File: src/rtl/core/mqtt_packet_deframer_top_macros.svh
// Assertion helpers used by the deframer core RTL.
`ifndef MQTT_PACKET_DEFRAMER_TOP_MACROS_SVH
`define MQTT_PACKET_DEFRAMER_TOP_MACROS_SVH

// Check a condition on every clock edge outside reset.
`define MPD_ASSERT_ALWAYS(label, expr, msg) \
    label: assert property (@(posedge i_clk) disable iff (!i_rst_n) (expr)) else $error(msg);

// Check a consequence in the clock after its trigger.
`define MPD_ASSERT_NEXT(label, ante, cons, msg) \
    label: assert property (@(posedge i_clk) disable iff (!i_rst_n) (ante) |=> (cons)) \
        else $error(msg);

`endif

File: src/rtl/core/mpd_pkg.sv
`timescale 1ns / 1ps
`default_nettype none

package mpd_pkg;

    localparam int BYTE_W  = 8;
    localparam int LEN_W   = 28;
    localparam int PID_W   = 16;
    localparam int GROUP_W = 7;

    localparam logic [2:0] LEN_BYTES_MAX = 3'd4;

    localparam logic [3:0] MSG_PUBLISH     = 4'd3;
    localparam logic [3:0] MSG_PUBREL      = 4'd6;
    localparam logic [3:0] MSG_SUBSCRIBE   = 4'd8;
    localparam logic [3:0] MSG_UNSUBSCRIBE = 4'd10;
    localparam logic [3:0] MSG_ID_FIRST    = 4'd4;
    localparam logic [3:0] MSG_ID_LAST     = 4'd11;
    localparam logic [3:0] FLAGS_FIXED     = 4'b0010;
    localparam logic [1:0] QOS_INVALID     = 2'd3;
    localparam logic [1:0] QOS_NONE        = 2'd0;

    typedef enum logic [1:0] {
        PH_HEADER = 2'd0,
        PH_LENGTH = 2'd1,
        PH_BODY   = 2'd2
    } t_phase;

    typedef enum logic [1:0] {
        ROLE_HEADER = 2'd0,
        ROLE_LENGTH = 2'd1,
        ROLE_BODY   = 2'd2
    } t_role;

    typedef enum logic [1:0] {
        ERR_NONE  = 2'd0,
        ERR_FLAGS = 2'd1,
        ERR_LEN   = 2'd2
    } t_err;

    typedef struct packed {
        logic              valid;
        logic [BYTE_W-1:0] data;
    } t_in_beat;

    typedef struct packed {
        logic [BYTE_W-1:0] byte_out;
        t_role             byte_role;
        logic              packet_start;
        logic              packet_end;
        logic [3:0]        message_type;
        logic              dup_flag;
        logic [1:0]        qos_level;
        logic              retain_flag;
        logic [LEN_W-1:0]  remaining_length;
        logic [PID_W-1:0]  packet_id;
        logic              packet_id_valid;
        t_err              error_code;
    } t_result;

    function automatic logic flags_bad(input logic [BYTE_W-1:0] hdr);
        logic [3:0] kind;
        kind = hdr[7:4];
        flags_bad = (hdr[2:1] == QOS_INVALID)
                 || (((kind == MSG_PUBREL) || (kind == MSG_SUBSCRIBE)
                      || (kind == MSG_UNSUBSCRIBE)) && (hdr[3:0] != FLAGS_FIXED));
    endfunction

endpackage

`default_nettype wire

File: src/rtl/core/mpd_ifs.sv
`timescale 1ns / 1ps
`default_nettype none

interface mpd_in_if;
    logic                      valid;
    logic                      ready;
    logic [mpd_pkg::BYTE_W-1:0] data_byte;

    modport source (output valid, output data_byte, input ready);
    modport sink   (input valid, input data_byte, output ready);
endinterface

interface mpd_out_if;
    logic                       valid;
    logic                       ready;
    logic [mpd_pkg::BYTE_W-1:0] byte_out;
    logic [1:0]                 byte_role;
    logic                       packet_start;
    logic                       packet_end;
    logic [3:0]                 message_type;
    logic                       dup_flag;
    logic [1:0]                 qos_level;
    logic                       retain_flag;
    logic [mpd_pkg::LEN_W-1:0]  remaining_length;
    logic [mpd_pkg::PID_W-1:0]  packet_id;
    logic                       packet_id_valid;
    logic [1:0]                 error_code;

    modport source (
        output valid, output byte_out, output byte_role, output packet_start,
        output packet_end, output message_type, output dup_flag, output qos_level,
        output retain_flag, output remaining_length, output packet_id,
        output packet_id_valid, output error_code, input ready
    );
    modport sink (
        input valid, input byte_out, input byte_role, input packet_start,
        input packet_end, input message_type, input dup_flag, input qos_level,
        input retain_flag, input remaining_length, input packet_id,
        input packet_id_valid, input error_code, output ready
    );
endinterface

`default_nettype wire

File: src/rtl/core/mpd_in_stage.sv
`timescale 1ns / 1ps
`default_nettype none

module mpd_in_stage (
    input  wire               i_clk,
    input  wire               i_rst_n,
    mpd_in_if.sink            i_in,
    input  wire               i_take,
    output mpd_pkg::t_in_beat o_beat
);

    logic                       r_valid;
    logic                       n_valid;
    logic [mpd_pkg::BYTE_W-1:0] r_data;

    assign i_in.ready = !r_valid || i_take;

    always_comb begin
        n_valid = r_valid;
        if (i_in.ready) begin
            n_valid = i_in.valid;
        end
    end

    always_ff @(posedge i_clk) begin
        if (!i_rst_n) begin
            r_valid <= 1'b0;
        end else begin
            r_valid <= n_valid;
        end
    end

    always_ff @(posedge i_clk) begin
        if (i_in.valid && i_in.ready) begin
            r_data <= i_in.data_byte;
        end
    end

    assign o_beat.valid = r_valid;
    assign o_beat.data  = r_data;

endmodule

`default_nettype wire

File: src/rtl/core/mpd_core.sv
`timescale 1ns / 1ps
`default_nettype none
`include "mqtt_packet_deframer_top_macros.svh"

module mpd_core (
    input  wire                       i_clk,
    input  wire                       i_rst_n,
    input  wire                       i_step,
    input  wire [mpd_pkg::BYTE_W-1:0] i_byte,
    output mpd_pkg::t_result          o_res
);

    mpd_pkg::t_phase            r_phase, n_phase;
    logic [mpd_pkg::BYTE_W-1:0] r_hdr, n_hdr;
    logic [mpd_pkg::LEN_W-1:0]  r_len_acc, n_len_acc;
    logic [2:0]                 r_len_cnt, n_len_cnt;
    logic [mpd_pkg::LEN_W-1:0]  r_left, n_left;
    logic [mpd_pkg::LEN_W-1:0]  r_idx, n_idx;
    logic [mpd_pkg::PID_W-1:0]  r_topic, n_topic;
    logic [mpd_pkg::BYTE_W-1:0] r_id_hi, n_id_hi;
    logic                       r_err_lat, n_err_lat;

    logic                       len_over;
    logic [mpd_pkg::LEN_W-1:0]  len_group;
    logic [mpd_pkg::LEN_W-1:0]  len_sum;
    logic [mpd_pkg::LEN_W-1:0]  topic_p2;
    logic [mpd_pkg::LEN_W-1:0]  topic_p3;
    logic [mpd_pkg::BYTE_W-1:0] eff_hdr;
    logic [3:0]                 hdr_kind;
    logic [1:0]                 hdr_qos;

    assign len_over = (r_len_cnt >= mpd_pkg::LEN_BYTES_MAX);
    assign len_sum  = r_len_acc + len_group;
    assign topic_p2 = mpd_pkg::LEN_W'(r_topic) + mpd_pkg::LEN_W'(2);
    assign topic_p3 = mpd_pkg::LEN_W'(r_topic) + mpd_pkg::LEN_W'(3);
    assign eff_hdr  = (r_phase == mpd_pkg::PH_HEADER) ? i_byte : r_hdr;
    assign hdr_kind = r_hdr[7:4];
    assign hdr_qos  = r_hdr[2:1];

    always_comb begin
        case (r_len_cnt[1:0])
            2'd0:    len_group = {21'b0, i_byte[6:0]};
            2'd1:    len_group = {14'b0, i_byte[6:0], 7'b0};
            2'd2:    len_group = {7'b0, i_byte[6:0], 14'b0};
            default: len_group = {i_byte[6:0], 21'b0};
        endcase
    end

    always_comb begin : next_state
        n_phase = r_phase;
        if (i_step && !r_err_lat) begin
            case (r_phase)
                mpd_pkg::PH_HEADER: begin
                    n_phase = mpd_pkg::PH_LENGTH;
                end
                mpd_pkg::PH_LENGTH: begin
                    if (!len_over && !i_byte[7]) begin
                        n_phase = (len_sum == '0) ? mpd_pkg::PH_HEADER : mpd_pkg::PH_BODY;
                    end
                end
                mpd_pkg::PH_BODY: begin
                    if (r_left == mpd_pkg::LEN_W'(1)) begin
                        n_phase = mpd_pkg::PH_HEADER;
                    end
                end
                default: begin
                    n_phase = mpd_pkg::PH_HEADER;
                end
            endcase
        end
    end

    always_comb begin : outputs
        n_hdr     = r_hdr;
        n_len_acc = r_len_acc;
        n_len_cnt = r_len_cnt;
        n_left    = r_left;
        n_idx     = r_idx;
        n_topic   = r_topic;
        n_id_hi   = r_id_hi;
        n_err_lat = r_err_lat;

        o_res                  = '0;
        o_res.byte_out         = i_byte;
        o_res.message_type     = eff_hdr[7:4];
        o_res.dup_flag         = eff_hdr[3];
        o_res.qos_level        = eff_hdr[2:1];
        o_res.retain_flag      = eff_hdr[0];
        o_res.remaining_length = r_len_acc;
        o_res.error_code       = mpd_pkg::flags_bad(eff_hdr) ? mpd_pkg::ERR_FLAGS
                                                              : mpd_pkg::ERR_NONE;

        if (r_err_lat || ((r_phase == mpd_pkg::PH_LENGTH) && len_over)) begin
            n_err_lat                = 1'b1;
            o_res                    = '0;
            o_res.byte_out           = i_byte;
            o_res.byte_role          = mpd_pkg::ROLE_BODY;
            o_res.error_code         = mpd_pkg::ERR_LEN;
        end else begin
            case (r_phase)
                mpd_pkg::PH_HEADER: begin
                    n_hdr                  = i_byte;
                    n_len_acc              = '0;
                    n_len_cnt              = '0;
                    n_left                 = '0;
                    n_idx                  = '0;
                    n_topic                = '0;
                    o_res.byte_role        = mpd_pkg::ROLE_HEADER;
                    o_res.packet_start     = 1'b1;
                    o_res.remaining_length = '0;
                end
                mpd_pkg::PH_LENGTH: begin
                    n_len_acc              = len_sum;
                    n_len_cnt              = r_len_cnt + 3'd1;
                    o_res.byte_role        = mpd_pkg::ROLE_LENGTH;
                    o_res.remaining_length = len_sum;
                    if (!i_byte[7]) begin
                        if (len_sum == '0) begin
                            o_res.packet_end = 1'b1;
                        end else begin
                            n_left = len_sum;
                            n_idx  = '0;
                        end
                    end
                end
                mpd_pkg::PH_BODY: begin
                    o_res.byte_role = mpd_pkg::ROLE_BODY;
                    if ((hdr_kind >= mpd_pkg::MSG_ID_FIRST)
                            && (hdr_kind <= mpd_pkg::MSG_ID_LAST)) begin
                        if (r_idx == '0) begin
                            n_id_hi = i_byte;
                        end else if (r_idx == mpd_pkg::LEN_W'(1)) begin
                            o_res.packet_id       = {r_id_hi, i_byte};
                            o_res.packet_id_valid = 1'b1;
                        end
                    end else if ((hdr_kind == mpd_pkg::MSG_PUBLISH)
                            && (hdr_qos != mpd_pkg::QOS_NONE)) begin
                        if (r_idx == '0) begin
                            n_id_hi = i_byte;
                        end else if (r_idx == mpd_pkg::LEN_W'(1)) begin
                            n_topic = {r_id_hi, i_byte};
                        end else if (r_idx == topic_p2) begin
                            n_id_hi = i_byte;
                        end else if (r_idx == topic_p3) begin
                            o_res.packet_id       = {r_id_hi, i_byte};
                            o_res.packet_id_valid = 1'b1;
                        end
                    end
                    n_idx  = r_idx + mpd_pkg::LEN_W'(1);
                    n_left = r_left - mpd_pkg::LEN_W'(1);
                    if (r_left == mpd_pkg::LEN_W'(1)) begin
                        o_res.packet_end = 1'b1;
                    end
                end
                default: begin
                    o_res.byte_role = mpd_pkg::ROLE_BODY;
                end
            endcase
        end
    end

    always_ff @(posedge i_clk) begin
        if (!i_rst_n) begin
            r_phase   <= mpd_pkg::PH_HEADER;
            r_hdr     <= '0;
            r_len_acc <= '0;
            r_len_cnt <= '0;
            r_left    <= '0;
            r_idx     <= '0;
            r_topic   <= '0;
            r_id_hi   <= '0;
            r_err_lat <= 1'b0;
        end else if (i_step) begin
            r_phase   <= n_phase;
            r_hdr     <= n_hdr;
            r_len_acc <= n_len_acc;
            r_len_cnt <= n_len_cnt;
            r_left    <= n_left;
            r_idx     <= n_idx;
            r_topic   <= n_topic;
            r_id_hi   <= n_id_hi;
            r_err_lat <= n_err_lat;
        end
    end

    `MPD_ASSERT_NEXT(a_err_sticky, r_err_lat, r_err_lat, "length error cleared without reset")
    `MPD_ASSERT_ALWAYS(a_len_cnt_max, r_len_cnt <= mpd_pkg::LEN_BYTES_MAX,
        "length byte count beyond limit")
    `MPD_ASSERT_ALWAYS(a_body_left, (r_phase != mpd_pkg::PH_BODY) || (r_left != '0),
        "body phase with no bytes left")
    `MPD_ASSERT_NEXT(a_len_step, i_step && (r_phase == mpd_pkg::PH_HEADER) && !r_err_lat,
        (r_phase == mpd_pkg::PH_LENGTH) && (r_len_cnt == '0), "header not followed by length")

endmodule

`default_nettype wire

File: src/rtl/core/mpd_out_stage.sv
`timescale 1ns / 1ps
`default_nettype none

module mpd_out_stage (
    input  wire                   i_clk,
    input  wire                   i_rst_n,
    input  wire                   i_load,
    input  wire mpd_pkg::t_result i_res,
    output logic                  o_can_load,
    mpd_out_if.source             o_out
);

    logic             r_valid;
    logic             n_valid;
    mpd_pkg::t_result r_res;

    assign o_can_load = !r_valid || o_out.ready;

    always_comb begin
        n_valid = r_valid;
        if (o_can_load) begin
            n_valid = i_load;
        end
    end

    always_ff @(posedge i_clk) begin
        if (!i_rst_n) begin
            r_valid <= 1'b0;
        end else begin
            r_valid <= n_valid;
        end
    end

    always_ff @(posedge i_clk) begin
        if (i_load && o_can_load) begin
            r_res <= i_res;
        end
    end

    assign o_out.valid            = r_valid;
    assign o_out.byte_out         = r_res.byte_out;
    assign o_out.byte_role        = r_res.byte_role;
    assign o_out.packet_start     = r_res.packet_start;
    assign o_out.packet_end       = r_res.packet_end;
    assign o_out.message_type     = r_res.message_type;
    assign o_out.dup_flag         = r_res.dup_flag;
    assign o_out.qos_level        = r_res.qos_level;
    assign o_out.retain_flag      = r_res.retain_flag;
    assign o_out.remaining_length = r_res.remaining_length;
    assign o_out.packet_id        = r_res.packet_id;
    assign o_out.packet_id_valid  = r_res.packet_id_valid;
    assign o_out.error_code       = r_res.error_code;

endmodule

`default_nettype wire

File: src/rtl/core/mqtt_packet_deframer_top.sv
// Path: a byte accepted into the input register is decoded combinationally by the
// core, and its result is loaded into the result register and offered from there.
// Throughput: one byte per cycle while the output is not stalled; input register,
// decode stage and result register step together; an output stall holds all three.
// Reset: i_rst_n synchronous, active low; clears framing state and the sticky
// length error, empties both registers; the block accepts bytes right after.
`timescale 1ns / 1ps
`default_nettype none

module mqtt_packet_deframer_top (
    input  wire       i_clk,
    input  wire       i_rst_n,
    mpd_in_if.sink    i_in,
    mpd_out_if.source o_out
);

    mpd_pkg::t_in_beat beat;
    mpd_pkg::t_result  res;
    logic              can_load;
    logic              step;

    assign step = beat.valid && can_load;

    mpd_in_stage u_in (
        .i_clk   (i_clk),
        .i_rst_n (i_rst_n),
        .i_in    (i_in),
        .i_take  (can_load),
        .o_beat  (beat)
    );

    mpd_core u_core (
        .i_clk   (i_clk),
        .i_rst_n (i_rst_n),
        .i_step  (step),
        .i_byte  (beat.data),
        .o_res   (res)
    );

    mpd_out_stage u_out (
        .i_clk      (i_clk),
        .i_rst_n    (i_rst_n),
        .i_load     (step),
        .i_res      (res),
        .o_can_load (can_load),
        .o_out      (o_out)
    );

endmodule

`default_nettype wire
File: src/flat_wrapper.sv
// flat-port wrapper written by rule: the top's interface ports become plain ports
module mqtt_packet_deframer_top_flat 
  (i_clk, i_rst_n, i_in_valid, i_in_data_byte, i_in_ready, o_out_valid, o_out_byte_out, o_out_byte_role, o_out_packet_start, o_out_packet_end, o_out_message_type, o_out_dup_flag, o_out_qos_level, o_out_retain_flag, o_out_remaining_length, o_out_packet_id, o_out_packet_id_valid, o_out_error_code, o_out_ready);
  mpd_in_if i_in_i ();
  mpd_out_if o_out_i ();
  input  wire i_clk;
  input  wire i_rst_n;
  input wire logic [$bits(i_in_i.valid)-1:0] i_in_valid;
  input wire logic [$bits(i_in_i.data_byte)-1:0] i_in_data_byte;
  output wire logic [$bits(i_in_i.ready)-1:0] i_in_ready;
  output wire logic [$bits(o_out_i.valid)-1:0] o_out_valid;
  output wire logic [$bits(o_out_i.byte_out)-1:0] o_out_byte_out;
  output wire logic [$bits(o_out_i.byte_role)-1:0] o_out_byte_role;
  output wire logic [$bits(o_out_i.packet_start)-1:0] o_out_packet_start;
  output wire logic [$bits(o_out_i.packet_end)-1:0] o_out_packet_end;
  output wire logic [$bits(o_out_i.message_type)-1:0] o_out_message_type;
  output wire logic [$bits(o_out_i.dup_flag)-1:0] o_out_dup_flag;
  output wire logic [$bits(o_out_i.qos_level)-1:0] o_out_qos_level;
  output wire logic [$bits(o_out_i.retain_flag)-1:0] o_out_retain_flag;
  output wire logic [$bits(o_out_i.remaining_length)-1:0] o_out_remaining_length;
  output wire logic [$bits(o_out_i.packet_id)-1:0] o_out_packet_id;
  output wire logic [$bits(o_out_i.packet_id_valid)-1:0] o_out_packet_id_valid;
  output wire logic [$bits(o_out_i.error_code)-1:0] o_out_error_code;
  input wire logic [$bits(o_out_i.ready)-1:0] o_out_ready;
  assign i_in_i.valid = i_in_valid;
  assign i_in_i.data_byte = i_in_data_byte;
  assign i_in_ready = i_in_i.ready;
  assign o_out_valid = o_out_i.valid;
  assign o_out_byte_out = o_out_i.byte_out;
  assign o_out_byte_role = o_out_i.byte_role;
  assign o_out_packet_start = o_out_i.packet_start;
  assign o_out_packet_end = o_out_i.packet_end;
  assign o_out_message_type = o_out_i.message_type;
  assign o_out_dup_flag = o_out_i.dup_flag;
  assign o_out_qos_level = o_out_i.qos_level;
  assign o_out_retain_flag = o_out_i.retain_flag;
  assign o_out_remaining_length = o_out_i.remaining_length;
  assign o_out_packet_id = o_out_i.packet_id;
  assign o_out_packet_id_valid = o_out_i.packet_id_valid;
  assign o_out_error_code = o_out_i.error_code;
  assign o_out_i.ready = o_out_ready;
  mqtt_packet_deframer_top u_core (.i_clk(i_clk), .i_rst_n(i_rst_n), .i_in(i_in_i), .o_out(o_out_i));
endmodule
File: config.mk
export PLATFORM = sky130hd
export DESIGN_NAME = mqtt_packet_deframer_top_flat
export DESIGN_NICKNAME = d
export VERILOG_FILES = /design/src/rtl/core/mpd_pkg.sv /design/src/rtl/core/mpd_ifs.sv /design/src/rtl/core/mpd_in_stage.sv /design/src/rtl/core/mpd_core.sv /design/src/rtl/core/mpd_out_stage.sv /design/src/rtl/core/mqtt_packet_deframer_top.sv /design/src/flat_wrapper.sv
export VERILOG_INCLUDE_DIRS = /design/src /design/src/rtl/core
export SDC_FILE = /design/constraint.sdc
export NUM_CORES = 1
export LEC_CHECK = 0
export BUFFER_PORTS_ARGS = -buffer_cell sky130_fd_sc_hd__buf_2
export CORE_MARGIN = 5
export CORE_UTILIZATION = 55
export CTS_CLUSTER_DIAMETER = 120
export CTS_CLUSTER_SIZE = 28
export DETAILED_ROUTE_END_ITERATION = 7
export PLACE_DENSITY = 0.74
export REMOVE_ABC_BUFFERS = 1
export SETUP_SLACK_MARGIN = 0.02
export SYNTH_ARGS = -nofsm -noshare
export SYNTH_HDL_FRONTEND = slang
export SYNTH_SLANG_ARGS = --single-unit
File: constraint.sdc
create_clock -name i_clk -period 13.7 [get_ports i_clk]
set_input_delay 2.055 -clock i_clk [delete_from_list [all_inputs] [get_ports i_clk]]
set_output_delay 2.055 -clock i_clk [all_outputs]
set_load 0.02 [all_outputs]
==> results of run 1 <==
[metrics by stage]
step	setup slack (ns)	area, sq um
6_report	8.173	13010
5_1_grt	7.874	13010
4_1_cts	8.219	13010
3_5_place_dp	8.226	12390
3_3_place_gp	8.355	12390
2_1_floorplan	7.831	11500
[layout by cell type, fill, tap and decap left out, types with 9 or more instances in the layout]
cell / instances
nand4_1: 12
a21o_1: 24
inv_1: 28
buf_4: 17
and3_1: 15
o21ai_0: 62
or3_1: 20
buf_2: 80
edfxtp_1: 75
clkbuf_16: 17
o311ai_0: 12
a21oi_1: 103
nand3_1: 61
xor2_1: 26
nand2_1: 191
ha_1: 45
xnor2_1: 30
mux2i_1: 40
a211oi_1: 9
nor2_1: 100
dfxtp_1: 124
nor4_1: 18
o31ai_1: 31
a22o_1: 30
and2_1: 59
nor3_1: 28
o211ai_1: 31
[worst min path at each step]
stage	cells past startpoint	slack [ns]	endpoint	startpoint
floorplan	1	0.44	u_core.u_core.r_idx[27]	u_core.u_core.r_idx[27]
global placement	1	0.45	u_core.u_core.r_err_lat	u_core.u_core.r_err_lat
detailed placement	1	0.46	u_core.u_core.r_err_lat	u_core.u_core.r_err_lat
CTS	1	0.48	u_core.u_core.r_err_lat	u_core.u_core.r_err_lat
global route	1	0.49	u_core.u_core.r_err_lat	u_core.u_core.r_err_lat
finish	1	0.48	u_core.u_core.r_err_lat	u_core.u_core.r_err_lat
[logic make-up (layout without fill, tap and decap cells)]
logic type,Yosys count,count (layout),synth area share
compound gates,374,374,0.2131
mux,41,41,0.03484
fa+ha+maj,46,46,0.04935
buf+inv,108,160,0.03601
flops,199,199,0.4008
xor+xnor,56,56,0.04152
other cells,0,1,0
simple gates,548,548,0.2244
[power by group]
part           switching (uW)  total [uW]  internal [uW]
Combinational            81.3         116           35.2
Sequential               11.4         639            627
Clock                     271         521            251
[per-layer routing]
metal  wire length, um  part of all wire  GRT usage
met4               646             0.020    0.06860
met2             14740              0.45     0.4139
met5                 0                 0          0
met3              2671             0.082    0.04978
met1             14330              0.44     0.3663
[state kept, by name, indices dropped and copies added, names as in the netlist, 2 cells and up]
register,flops
u_core.u_core.r_idx,28
u_core.u_out.o_out.qos_level,2
u_core.u_core.r_len_cnt,3
u_core.u_core.r_id_hi,8
u_core.u_core.r_left,28
u_core.u_core.r_hdr,8
u_core.u_out.o_out.error_code,2
u_core.u_out.o_out.byte_role,2
u_core.u_out.o_out.remaining_length,28
u_core.u_core.r_topic,16
u_core.u_in.r_data,8
u_core.u_out.o_out.message_type,4
u_core.u_core.r_phase,2
u_core.u_out.o_out.packet_id,16
u_core.u_out.o_out.byte_out,8
u_core.u_core.r_len_acc,28
[layout make-up]
cell class | count | area, sq um | share of cell area
Timing Repair Buffer | 97 | 528.0 | 0.04057
Tap cell | 275 | 344.1 | 0.02644
Clock inverter | 15 | 192.7 | 0.01481
Inverter | 31 | 116.4 | 0.008942
Antenna cell | 1 | 2.502 | 0.0001923
Multi-Input combinational cell | 1065 | 6670 | 0.5125
Clock buffer | 17 | 425.4 | 0.03269
Sequential cell | 199 | 4735 | 0.3638
==> out/summary.txt, run 1 <==
Status: finished, final reports clean
Worst reg2reg startpoint: u_core.u_core.r_len_cnt[0]
Worst Path Arrival: 5.82 ns
All-Layer GR Usage: 0.2604
CP max stage cell: o2111ai_4
Fin. Hold Viols: 0
Port Buffers: 80
Maxcap violations: 0
Register bit total from synthesis: 199
First-iteration detailed-routing DRC count: 1064
Synth area leader: dfxtp_1
Total congestion overflow: 0
Maximum vdd ir drop: 0.07723 mV
RSZ-0062 raised after global routing: no
PwrDens: 98.09 nW/um^2
Startpoint types: register
Row cnt: 53
Post-CTS Setup Inserts: 0
Most numerous cell in the Yosys netlist: nand2_1
Vias: 10630
First-pass GRT wire length: 51820 um
Post-synth top cells: 191 x nand2_1, 124 x dfxtp_1, 103 x a21oi_1, 103 x nor2_1, 75 x edfxtp_1
Finished Layout Cells: 1700
Crit path from: u_core.u_core.r_len_cnt[0]
Synth Cell Area: 11810 sq um
R2r endpoint: u_core.u_core.r_idx[2]
Max Slew Vio Count: 0
Number of synthesized flops with an enable pin: 75
Max_slew headroom: 0.1415
Worst hold-check path type: register to register
Final TNS setup: 0 ns
Core footprint: 21090 sq um
Crit. path cell count: 15
Die Y: 156.6 um
Post-synthesis sequential area ratio: 0.4008
CTS clk-pin slew, worst paths: 0.08 ns
ANT nets after route: 0
CTS max path bufs: 2
Final Power: 1277 uW
Synth area leaders: dfxtp_1 21%, edfxtp_1 19%, nand2_1 6.1%
Worst Tran Pin Value: 1.286 ns
Largest delay share family, worst path: compound AO/OA/AOI/OAI gates
Crit-path cells: ha_1 -> nor2b_1 -> and2_1 -> ha_1 -> fa_1 -> a211oi_1 -> o21ai_0 -> a211oi_1 -> nor2_1 -> or4_1 -> a2111oi_0 -> nand4b_1 -> o31a_1 -> o2111ai_4 -> o21ai_1
IO Pins: 81
Vias in the first global route: 9855
Final min period: 5.527 ns
Worst Path Required: 14.00 ns
Avg WL per Cell: 19.05 um
Clock buffer count from CTS: 17
Vias/cell: 6.254
Routed WL: 32390 um
Initial antenna violation count: 0
Clk_skew: 0.01350 ns
Worst path buffer plus inverter count: 0
# clock sinks: 199
Avg Inst Size Synth: 8.611 sq um
Router iterations before antenna repair: 5
Root Buffer Master: clkbuf_16
Utilization after layout: 0.6171
Distinct cells, synth: 77
Fill count: 1813
Slowest Stage Delay on Critical Path: 0.67 ns
Max Freq: 180.9 MHz
Largest net degree at the start of global routing: 73
Share of layout cells above drive strength 1: 0.1074
Clk Latency, worst-skew pair: 0.45 ns
H-Tree Depth: 4
Cell count after synthesis: 1372
Crit-path max FO: 27
Worst R2R Setup Slack: 8.17 ns
Leakage power: 0.004933 uW
Primary FF master, synth: dfxtp_1
Placed Cells: 1667
Final nets: 1469
R2R cell count: 15
Post-route DRC: 0
Area Overhead vs Synth: 10.16%
Die Wd: 156.6 um
Setup violators final: 0
Yosys top cell area share: 0.2101
Critical Path End Type: register
Smallest hold slack: 0.4787 ns
Post-CTS Hold Buffers: 0
Die area: 24510 sq um
CTS tree: yes
CTS resizes: 0
End of the critical path: u_core.u_core.r_idx[2]
GPL Wtd Cong: 0.9200
Period utilization: 0.4034
Initial core utilization: 0.5602
DP HPWL: 22220 um
Yosys warns: 0
Crit path kind: register to register
Asr flop ratio synth: 0
Note: power is estimated with default switching activity, not from simulation.
==> inputs of run 2 (changes only) <==
PLACE_DENSITY = 0.76   (was 0.74)
clock period = 4.8 ns   (was 13.7 ns; I/O delays follow)
==> run 2 against run 1 <==
Combinational power rose to 3.1 times the previous value; critical endpoint unchanged; register-to-register slack worse by 8.0 ns; clock power increased to 2.9 times the previous value; sequential cell count unchanged; design area rose by 4.0%; sequential share of layout area decreased by 1.4 points; utilization rose by 2.5 points; global-route usage rose by 1.9 points; via count rose by 3.7%; largest cell class unchanged; worst hold slack got worse by 0.040 ns; wire length is 8.9% higher.
==> out/summary.txt, run 2 (synthesized netlist as in run 1, its figures left out) <==
Status: finished, final reports clean
Most frequent cells in the layout: 190 x nand2_1, 123 x dfxtp_1, 98 x a21oi_1, 98 x nor2_1, 80 x buf_2
Port Buffers: 80
Combinational fraction of design power: 0.099
Routed wl met2: 16500 um
DRT met1 WL: 14790 um
Internal power: 2632 uW
Die area: 24510 sq um
Maxcap violations: 0
Vias: 11020
Routed WL: 35270 um
Clk Latency, worst-skew pair: 0.45 ns
Total congestion overflow: 0
Crit-path cells: buf_4 -> ha_2 -> buf_4 -> nor2b_1 -> buf_4 -> and2_1 -> ha_1 -> a2111o_1 -> o22ai_2 -> and3b_1 -> o2111ai_1 -> or4_1 -> or4_4 -> o31a_1 -> o2111ai_4 -> clkbuf_16 -> o21ai_1
First-iteration detailed-routing DRC count: 960
Fin. Hold Viols: 0
DP HPWL: 24750 um
CP max stage cell: or4_1
Initial antenna violation count: 0
Finished Layout Cells: 1736
Placed Cells: 1697
ANT nets after route: 0
Router iterations before antenna repair: 5
Worst hold-check path type: primary input to register
Leading cell type in the layout, fill and taps excluded: nand2_1
Fill count: 1775
Row cnt: 53
Post-route DRC: 0
Area Overhead vs Synth: 14.58%
Area occupied by multi-input gates: 6847 sq um
Worst Path Arrival: 4.96 ns
IO Pins: 81
Switching Fraction: 0.2890
Root Buffer Master: clkbuf_16
CTS tree: yes
Startpoint types: register
Leakage power: 0.005196 uW
Max_slew headroom: 0.07774
Crit-path max FO: 8
Worst path most repeated cell: buf_4
Final min period: 4.643 ns
Clk_skew: 0.01536 ns
CTS max path bufs: 2
Final TNS setup: 0 ns
Avg WL per Cell: 20.32 um
Seq pwr share: 0.491
First-pass GRT wire length: 54790 um
DR top layer: met4
Period utilization: 0.9672
H-Tree Depth: 4
All-Layer GR Usage: 0.2789
Vias/cell: 6.349
Crit path kind: register to register
Critical Path End Type: register
GPL Wtd Cong: 0.9726
Largest net degree at the start of global routing: 73
Share of power burned in the clock network: 0.411
Largest delay share family, worst path: compound AO/OA/AOI/OAI gates
Max Freq: 215.4 MHz
Setup violators final: 0
Clock buffer count from CTS: 17
# clock sinks: 199
Final nets: 1506
Maximum vdd ir drop: 0.2202 mV
Number of diodes: 0
Worst Path Required: 5.12 ns
PwrDens: 273.4 nW/um^2
Post-CTS Hold Buffers: 0
Vias in the first global route: 10170
Initial core utilization: 0.5602
Core footprint: 21090 sq um
Share of layout cells above drive strength 1: 0.1499
Routed wl met3: 2819 um
Slowest Stage Delay on Critical Path: 0.51 ns
Die Wd: 156.6 um
Worst Tran Pin Value: 1.382 ns
CTS clk-pin slew, worst paths: 0.09 ns
Die Y: 156.6 um
Flip-flop and latch area: 4736 sq um
Max Slew Vio Count: 0
Worst path buffer plus inverter count: 4
Sw power: 1070 uW
==> run 2: through the flow <==
stage          setup WS [ns]  power [uW]  hold slack [ns]  utilization  instance area (sq um)
2_1_floorplan        -0.4056        2067           0.4402            -                  11500
3_3_place_gp         -0.1143        2200           0.4510       0.5996                  12640
3_5_place_dp         -0.2190        2209           0.4644       0.5996                  12640
4_1_cts              0.03794        3705           0.4342       0.6302                  13290
5_1_grt             -0.01248        3820           0.4247       0.6419                  13540
6_report              0.1573        3701           0.4389       0.6419                  13540
==> run 2: worst reg2reg max path, cell delays in order (launching register included) <==
cell and delay (ns):
dfxtp_1 0.35, buf_4 0.13, ha_2 0.20, buf_4 0.16, nor2b_1 0.05, buf_4 0.16
and2_1 0.19, ha_1 0.30, a2111o_1 0.45, o22ai_2 0.21, and3b_1 0.21, o2111ai_1 0.12
or4_1 0.51, or4_4 0.48, o31a_1 0.35, o2111ai_4 0.33, clkbuf_16 0.23, o21ai_1 0.07
==> run 2: power groups by stage <==
stage | Combinational (uW) | Sequential, uW | Clock (uW)
floorplan | 185 | 1880 | 0
CTS | 358 | 1820 | 1530
global placement | 347 | 1850 | 0
global route | 394 | 1820 | 1610
finish | 365 | 1820 | 1520
detailed placement | 354 | 1850 | 0
==> run 2: final cells by class <==
class	instances	area share
Multi-Input combinational cell	1065	0.5058
Sequential cell	199	0.3498
Timing Repair Buffer	134	0.06424
Clock buffer	17	0.03143
Tap cell	275	0.02542
Clock inverter	15	0.01470
Inverter	31	0.008596
==> run 2: metal layers <==
layer / up-vias / track usage
met2: 460 / 0.4497
li1: 5193 / -
met5: - / 0
met4: 0 / 0.09876
met1: 5299 / 0.3776
met3: 70 / 0.05116
==> run 2: repair_timing <==
item,CTS,global route
gates resized for setup,5,40
cloned,0,3
pin swaps,1,8
setup endpoints to repair,57,57
setup buffers,0,4
==> run 2: final timing paths <==
path                              startpoint                endpoint  slack, ns  cells after the start
hold / removal             i_in_data_byte[7]   u_core.u_in.r_data[7]       0.44                      1
setup reg to reg  u_core.u_core.r_len_cnt[1]  u_core.u_core.r_idx[2]       0.16                     17
setup / recovery  u_core.u_core.r_len_cnt[1]  u_core.u_core.r_idx[2]       0.16                     17
hold reg to reg       u_core.u_core.r_hdr[0]  u_core.u_core.r_hdr[0]       0.48                      2
